==> config.mk <==
export PLATFORM = sky130hd
export DESIGN_NAME = ica_slot_cmp
export DESIGN_NICKNAME = d
export VERILOG_FILES = /design/src/hw/rtl/ica_pkg.sv /design/src/hw/rtl/ica_slot_cmp.sv
export SDC_FILE = /design/constraint.sdc
export NUM_CORES = 1
export LEC_CHECK = 0
export ABC_CLOCK_PERIOD_IN_PS = 3700
export BUFFER_PORTS_ARGS = -buffer_cell sky130_fd_sc_hd__buf_2
export CAP_MARGIN = 5
export CORE_UTILIZATION = 44
export DETAILED_ROUTE_END_ITERATION = 10
export PLACE_DENSITY = 0.86
export REMOVE_ABC_BUFFERS = 1
export SYNTH_ARGS = -nofsm -noshare
export SYNTH_HDL_FRONTEND = slang
export SYNTH_SLANG_ARGS = --single-unit
export TNS_END_PERCENT = 20
==> constraint.sdc <==
create_clock -name vclk -period 3.7
set_clock_uncertainty 0.15 [all_clocks]
set_input_delay 0.925 -clock vclk [all_inputs]
set_output_delay 0.925 -clock vclk [all_outputs]
set_load 0.02 [all_outputs]
==> src/hw/rtl/ica_pkg.sv <==
// ----------------------------------------------------------------------------
// ica_pkg: interval channel allocator package
// Sizes, row layout of the reservation memory, sequencer states and the
// result struct of the shared slot compare unit.
// ----------------------------------------------------------------------------
package ica_pkg;

    localparam int STATIONS = 4;
    localparam int CHANNELS = 256;
    localparam int SLOTS    = 4;

    localparam int STATION_W = 2;
    localparam int TIME_W    = 32;
    localparam int SUBBAND_W = 9;
    localparam int CHAN_W    = 8;

    localparam int ROWS   = STATIONS * CHANNELS;
    localparam int ROW_AW = (ROWS > 1) ? $clog2(ROWS) : 1;
    localparam int CUR_W  = $clog2(CHANNELS + 1);
    localparam int SLOT_W = (SLOTS > 1) ? $clog2(SLOTS) : 1;

    typedef struct packed {
        logic [TIME_W-1:0]    start_time;
        logic [TIME_W-1:0]    stop_time;
        logic [SUBBAND_W-1:0] subband;
    } slot_t;

    typedef struct packed {
        logic [SLOTS-1:0] used;
        slot_t [SLOTS-1:0] slot;
    } row_t;

    typedef struct packed {
        logic overlap;
        logic expired;
    } cmp_res_t;

    typedef enum logic [2:0] {
        ST_CLEAR,
        ST_IDLE,
        ST_READ,
        ST_EVAL,
        ST_WRITE,
        ST_RESP
    } state_t;

endpackage

==> src/hw/rtl/ica_slot_cmp.sv <==
// ----------------------------------------------------------------------------
// ica_slot_cmp: shared slot compare unit
// Tests one stored slot against the requested window and the current time.
// ----------------------------------------------------------------------------
module ica_slot_cmp (
    input  ica_pkg::slot_t              slot,
    input  logic [ica_pkg::TIME_W-1:0]  start_time,
    input  logic [ica_pkg::TIME_W-1:0]  stop_time,
    input  logic [ica_pkg::TIME_W-1:0]  now_time,
    output ica_pkg::cmp_res_t           res
);
    import ica_pkg::*;

    always_comb
    begin
        res.overlap = (start_time <= slot.stop_time) && (stop_time >= slot.start_time);
        res.expired = (slot.stop_time < now_time);
    end

endmodule

Word-level counts from Yosys, hierarchy flattened --
Cells that the tools add are included.
Storage, ports and cells: register bits 0, output and inout bits 2
Operators by class: reduce and logical (&&, ||, !) cells 1, $lt $le $gt $ge 3
Operators by type and width (number):
- 32-bit >= comparator | 1
- 32-bit less-or-equal comparator | 1
- 32-bit less-than comparator | 1
- 1-bit logical AND | 1

Logic depth before layout (Yosys ltp) --
Gate-level depths: netlist (run 1).
word-level depth 2, mapped depth 8

Worst setup path after synthesis (run 1) --
Ideal clock, no wire load.
path type input-to-output, start point input port slot[51] in the netlist's numbering, end point output port res[1] in the netlist's numbering, slack 0.066 ns, data required time 2.625 ns, stages on the path 8, path buffers 0, arrival 2.559 ns, cells stage by stage inv_1 ha_1 nand4_1 nor2_1 or4b_1 nand3_1 a21oi_1 nor4_2
RTL lines:
- from (decl) | RTL line ica_slot_cmp.sv:6 | input ica_pkg::slot_t slot,
- to (decl) | RTL line ica_slot_cmp.sv:10 | output ica_pkg::cmp_res_t res

==> impl_metrics.csv, run 1 <==
group,metric,value,unit
outcome,violations,"negative setup slack",
floorplanning,coreArea,0.00517,sq mm
logic_synthesis,netlist.top_cell.by_area,"ha_1",
floorplanning,die_h,75.7,um
detailed_routing,wire_per_inst,15.8,um
logic_synthesis,synth_common_cells,"inv_1 (96), ha_1 (95), a21oi_1 (27), a21o_1 (22), nand4_1 (16)",
global_routing,grt_overflow,0,
floorplanning,top_level_ports,171,
logic_synthesis,synth_compound_area_frac,0.211,
cells_and_area,final_util,0.793,
detailed_routing,dr_wl_met3,605,um
timing,fin_crit,3970,ps
global_routing,grt_pass1_wl,12200,um
timing,setup_viol,2,
timing,slew_headroom,0.724,
cells_and_area,antenna_cells,0,
timing,grt_setup_unrepaired,"yes",
logic_synthesis,yosysMostFrequentCell,"inv_1",
detailed_routing,drt_iter0_markers,140,
logic_synthesis,seq_area_frac_synth,0,
cells_and_area,syn_to_final_growth,71.5,%
logic_synthesis,yosys.area_share.simple,0.142,
place,io_buffer_count,162,
detailed_routing,route.met2.wl,4980,um
cells_and_area,drive_gt1_frac,0.491,
cells_and_area,fillerInstances,334,
clocking,holdBufCountCts,0,
floorplanning,fp.dieArea,0.00574,sq mm
power_and_ir_drop,p_per_area,111,mW/mm^2
critical_path,crit_arrival,2890,ps
timing,fmax,252,MHz
logic_synthesis,syn_area,0.00239,sq mm
power_and_ir_drop,irDropWorstVdd,0.0601,mV
timing,worst_slew_pin_slew,404,ps
logic_synthesis,netlist_instances,327,
logic_synthesis,synth_top_family_by_area,"adder cells",
timing,fin_crit_sh,1.07,
worst_hold_path,hold_class,"input port to output port",
outcome,status,"finished, violations left",
global_routing,antenna_found_initial,0,
floorplanning,start_util,0.463,
detailed_routing,ant_nets,0,
cells_and_area,nNetsFinal,796,
global_routing,grt_pass1_vias,3131,
place,dp_hpwl,6270,um
critical_path,crit_type,"input port to output port",
detailed_routing,drc,0,
logic_synthesis,synth_xor_area_frac,0,
power_and_ir_drop,p_leak,2.53,nW
global_routing,grt_max_degree,4,
critical_path,cp-end-kind,"output port",
critical_path,start_kind,"input port",
cells_and_area,clock_buffers,0,
detailed_routing,maxUsedRoutingLayer,"met4",
detailed_routing,met1_length,3320,um
detailed_routing,firstDrtPassIters,5,
job,cap_violations,0,
detailed_routing,totalWireLength,9470,um
logic_synthesis,synth_fa_ha_area_frac,0.497,
floorplanning,die_w,75.7,um
cells_and_area,seq_cell_count,0,
logic_synthesis,synth_top_area_frac,0.497,
cells_and_area,multi_input_area,0.00238,sq mm
detailed_routing,vias,3249,
cells_and_area,seqCellArea,0,sq um
critical_path,critical_path_required,2620,ps
critical_path,path_max_fanout,3,
timing,hold_violations,0,
global_routing,track_usage,0.272,
logic_synthesis,avgSynthCellArea,7.32,sq um
logic_synthesis,synth_cell_types,34,
logic_synthesis,synth_warnings,0,
detailed_routing,viasPerCell,5.42,
logic_synthesis,synth_mux_area_frac,0,
place,dp_slack,-133,ps
place,globalplace.congestion,0.812,
timing,slew_violations,0,
logic_synthesis,synth_area_leaders,"ha_1 (50%), inv_1 (15%), a21o_1 (6.9%)",
timing,layout_setup_ws,-268,ps
floorplanning,num_rows,26,
==> path summary, 6_finish.rpt <==
| kind | startpoint | endpoint | slack (ps) | cells past startpoint |
|---|---|---|---|---|
| min | start_time[31] | res[1] | 2290 | 5 |
| max | slot[30] | res[1] | -270 | 11 |
==> kinds of logic after synthesis <==
family,count (synthesis)
buffers and inverters,96
AND/OR/NAND/NOR,59
AO/OA/AOI/OAI,77
adder cells (fa/ha/maj),95
==> where the power goes <==
| part | switching (mW) | internal (mW) |
|---|---|---|
| logic | 0.210 | 0.244 |
| clock network | 0 | 0 |
| registers | 0 | 0 |
| total | 0.210 | 0.244 |
==> worst max-delay path, stage by stage <==
cell and delay, ps:
buf_6 70, inv_2 70, ha_4 290, nand4_1 150, nor4_2 350, buf_4 180
nand3_4 90, buf_6 130, o21a_1 110, nor4_2 320, buf_4 210
==> layer usage <==
layer  GRT usage  up-vias
met1       0.253     1441
met2       0.587      203
met4       0.111        0
met5           0        -
li1            -     1544
met3      0.0251       61
==> layout make-up <==
type / count / area share
inverters: 96 / 0.0896
multi-input cells: 231 / 0.579
well taps: 70 / 0.0213
repair buffers: 203 / 0.310
==> layout by cell type, fill, tap and decap left out, types with 2 or more instances in the layout <==
cell type  count
buf_4         41
nand3_1        3
nand4_1       16
a211oi_1       2
inv_4          3
and4_1         3
buf_2        138
nand2_1       11
inv_1         77
ha_4          22
a21o_1        22
and4_4         2
a21oi_1       24
o21a_1         4
a21oi_2        3
nor4_2         2
nand2b_1       2
inv_2         16
ha_1          73
o21ai_0        7
buf_6         23
nor2b_1        3
nor2_1         7
o21bai_1       2
==> stage by stage <==
step	instances	power, mW	setup TNS (ps)	hold slack (ps)	instance area [sq um]
global route	600	0.504	-677	2310	4100
CTS	598	0.411	-21.7	2250	4020
global placement	586	0.331	-116	2240	3490
detailed placement	586	0.352	-133	2240	3490
finish	600	0.454	-373	2290	4100
floorplan	327	0.181	0	2010	2390
==> what timing repair did <==
action | in CTS | in global routing
gates resized for setup | 72 | 16
pin swaps | 41 | 12
buffers inserted | 12 | 2
endpoints found under the setup margin | 1 | 2
No activity file was read; power rests on OpenSTA's default activity.
==> inputs of run 2 (changes only) <==
--- a/config.mk
+++ b/config.mk
@@ -7,10 +7,12 @@
 export LEC_CHECK = 0
 export ABC_CLOCK_PERIOD_IN_PS = 3700
 export BUFFER_PORTS_ARGS = -buffer_cell sky130_fd_sc_hd__buf_2
-export CAP_MARGIN = 5
-export CORE_UTILIZATION = 44
+export CAP_MARGIN = 20
+export CELL_PAD_IN_SITES_DETAIL_PLACEMENT = 0
+export CELL_PAD_IN_SITES_GLOBAL_PLACEMENT = 1
+export CORE_UTILIZATION = 29
 export DETAILED_ROUTE_END_ITERATION = 10
-export PLACE_DENSITY = 0.86
+export PLACE_DENSITY_LB_ADDON = 0.1
 export REMOVE_ABC_BUFFERS = 1
 export SYNTH_ARGS = -nofsm -noshare
 export SYNTH_HDL_FRONTEND = slang
==> run 2 against run 1 <==
  * The run still ends with negative setup slack left
  * Via count down 13%
  * Total power fell by 15%
  * Core utilization is 29 points lower
  * Hold slack lost 77 ps
  * Die area increased by 50%
  * Count of clock-buffer cells in the layout stayed put
  * Non-clock buffer count fell by 4
  * Fmax rose by 5.9%
  * Cell area decreased by 3.9%
  * Sequential cell count stayed put
  * Cell count up 4.7%
  * First-iteration DRC count decreased by 89%
  * Largest cell class unchanged
  * Highest routed layer is now met5
==> impl_metrics.csv, run 2 (same netlist as run 1, synthesis figures left out) <==
group,metric,value,unit
place,io_buffer_count,162,
worst_hold_path,hold-path-endpoint,"res[1]",
cells_and_area,clock_buffers,0,
floorplanning,start_util,0.305,
place,dp_hpwl,6110,um
job,cap_violations,0,
timing,fmax,267,MHz
power_and_ir_drop,irDropWorstVdd,0.0410,mV
timing,hold_violations,0,
cells_and_area,seq_cell_count,0,
critical_path,path_max_fanout,2,
power_and_ir_drop,p_leak,2.48,nW
critical_path,start_kind,"input port",
place,place_inst,625,
floorplanning,coreArea,0.00785,sq mm
cells_and_area,layoutNonFillerInstCount,628,
detailed_routing,drt_iter0_markers,16,
outcome,violations,"negative setup slack",
cells_and_area,fillerInstances,848,
timing,slew_headroom,0.762,
detailed_routing,ant_nets,0,
timing,grt_setup_unrepaired,"yes",
cells_and_area,drive_gt1_frac,0.458,
global_routing,grt_pass1_wl,10400,um
timing,slew_violations,0,
cells_and_area,antenna_cells,0,
floorplanning,die_h,92.8,um
critical_path,crit_type,"input port to output port",
place,globalplace.congestion,0.716,
floorplanning,top_level_ports,171,
detailed_routing,vias,2818,
timing,worst_slew_pin_slew,347,ps
cells_and_area,layout_common_cells,"buf_2 (147), inv_1 (83), ha_1 (81)",
cells_and_area,final_common_cell,"buf_2",
worst_hold_path,min_from,"start_time[31]",
global_routing,grt_max_degree,4,
detailed_routing,firstDrtPassIters,4,
timing,setup_tns,-45.4,ps
outcome,status,"finished, violations left",
detailed_routing,viasPerCell,4.49,
timing,layout_setup_ws,-45.4,ps
cells_and_area,final_util,0.503,
cells_and_area,seqCellArea,0,sq um
floorplanning,die_w,92.8,um
floorplanning,num_rows,32,
detailed_routing,drc,0,
cells_and_area,syn_to_final_growth,64.9,%
detailed_routing,totalWireLength,6670,um
worst_hold_path,holdPathStages,5,
global_routing,grt_overflow,0,
timing,fin_crit,3750,ps
power_and_ir_drop,p_per_area,97.9,mW/mm^2
floorplanning,fp.dieArea,0.00862,sq mm
cells_and_area,nNetsFinal,792,
critical_path,crit_arrival,2670,ps
global_routing,track_usage,0.142,
timing,whs,2210,ps
global_routing,antenna_found_initial,1,
worst_hold_path,hold_class,"input port to output port",
global_routing,grt_pass1_vias,2669,
timing,fin_crit_sh,1.01,
critical_path,critical_path_required,2620,ps
critical_path,cp-end-kind,"output port",
timing,setup_viol,1,
detailed_routing,wire_per_inst,10.6,um
-- run 2: cell count changes in the layout (fill, tap and decap cells not counted), moves of 3 or more --
cell   before  now
inv_1      77   83
ha_4       22   14
buf_6      23   13
buf_4      41   38
ha_1       73   81
buf_2     138  147
inv_2      16   11
-- run 2: layout make-up --
type / instances / area [sq um] / share of cell area
well taps: 102 / 128 / 0.0324
repair buffers: 199 / 1180 / 0.300
multi-input cells: 231 / 2270 / 0.575
inverters: 96 / 365 / 0.0926
-- run 2: how the worst max path moves through the flow --
stage | to | depth (start not counted) | from
after detailed placement | res[1] | 10 | slot[68]
after floorplan | res[1] | 8 | slot[51]
after global placement | res[1] | 10 | slot[66]
after global routing | res[1] | 11 | slot[37]
final | res[1] | 10 | slot[23]
after CTS | res[1] | 10 | slot[51]
-- run 2: routing by layer --
layer / GRT usage / up-vias / share of wire
met3: 0.0279 / 4 / 0.077
met5: 0 / - / 0.0015
met2: 0.257 / 90 / 0.48
met4: 0.00385 / 2 / 0.0032
met1: 0.182 / 1188 / 0.44
li1: - / 1534 / -
-- run 2: timing repair --
item	4_1_cts	5_1_grt
endpoints found under the setup margin	1	2
buffers inserted	2	1
pin swaps	5	27
resized for setup	6	56
hold buffers	0	0
-- run 2: worst max-delay path, stage by stage --
cell	delay, ps
buf_2	110
inv_2	60
ha_4	190
and4_1	210
nand2_2	100
nor3_4	50
a221o_2	350
o211a_1	240
nor4_2	250
buf_4	180
-- run 2: power by group --
part / switching (mW) / internal [mW] / leakage [nW]
Combinational: 0.169 / 0.217 / 2.48
Sequential: 0 / 0 / 0
Clock: 0 / 0 / 0
Total: 0.169 / 0.217 / 2.48
-- run 2: stage by stage --
step                power [mW]  area, sq um  setup WS, ps
global route             0.447         3940          -165
floorplan                0.181         2390          66.5
CTS                      0.355         3620         -77.9
detailed placement       0.348         3590          -181
finish                   0.386         3940         -45.4
global placement         0.343         3590          -170
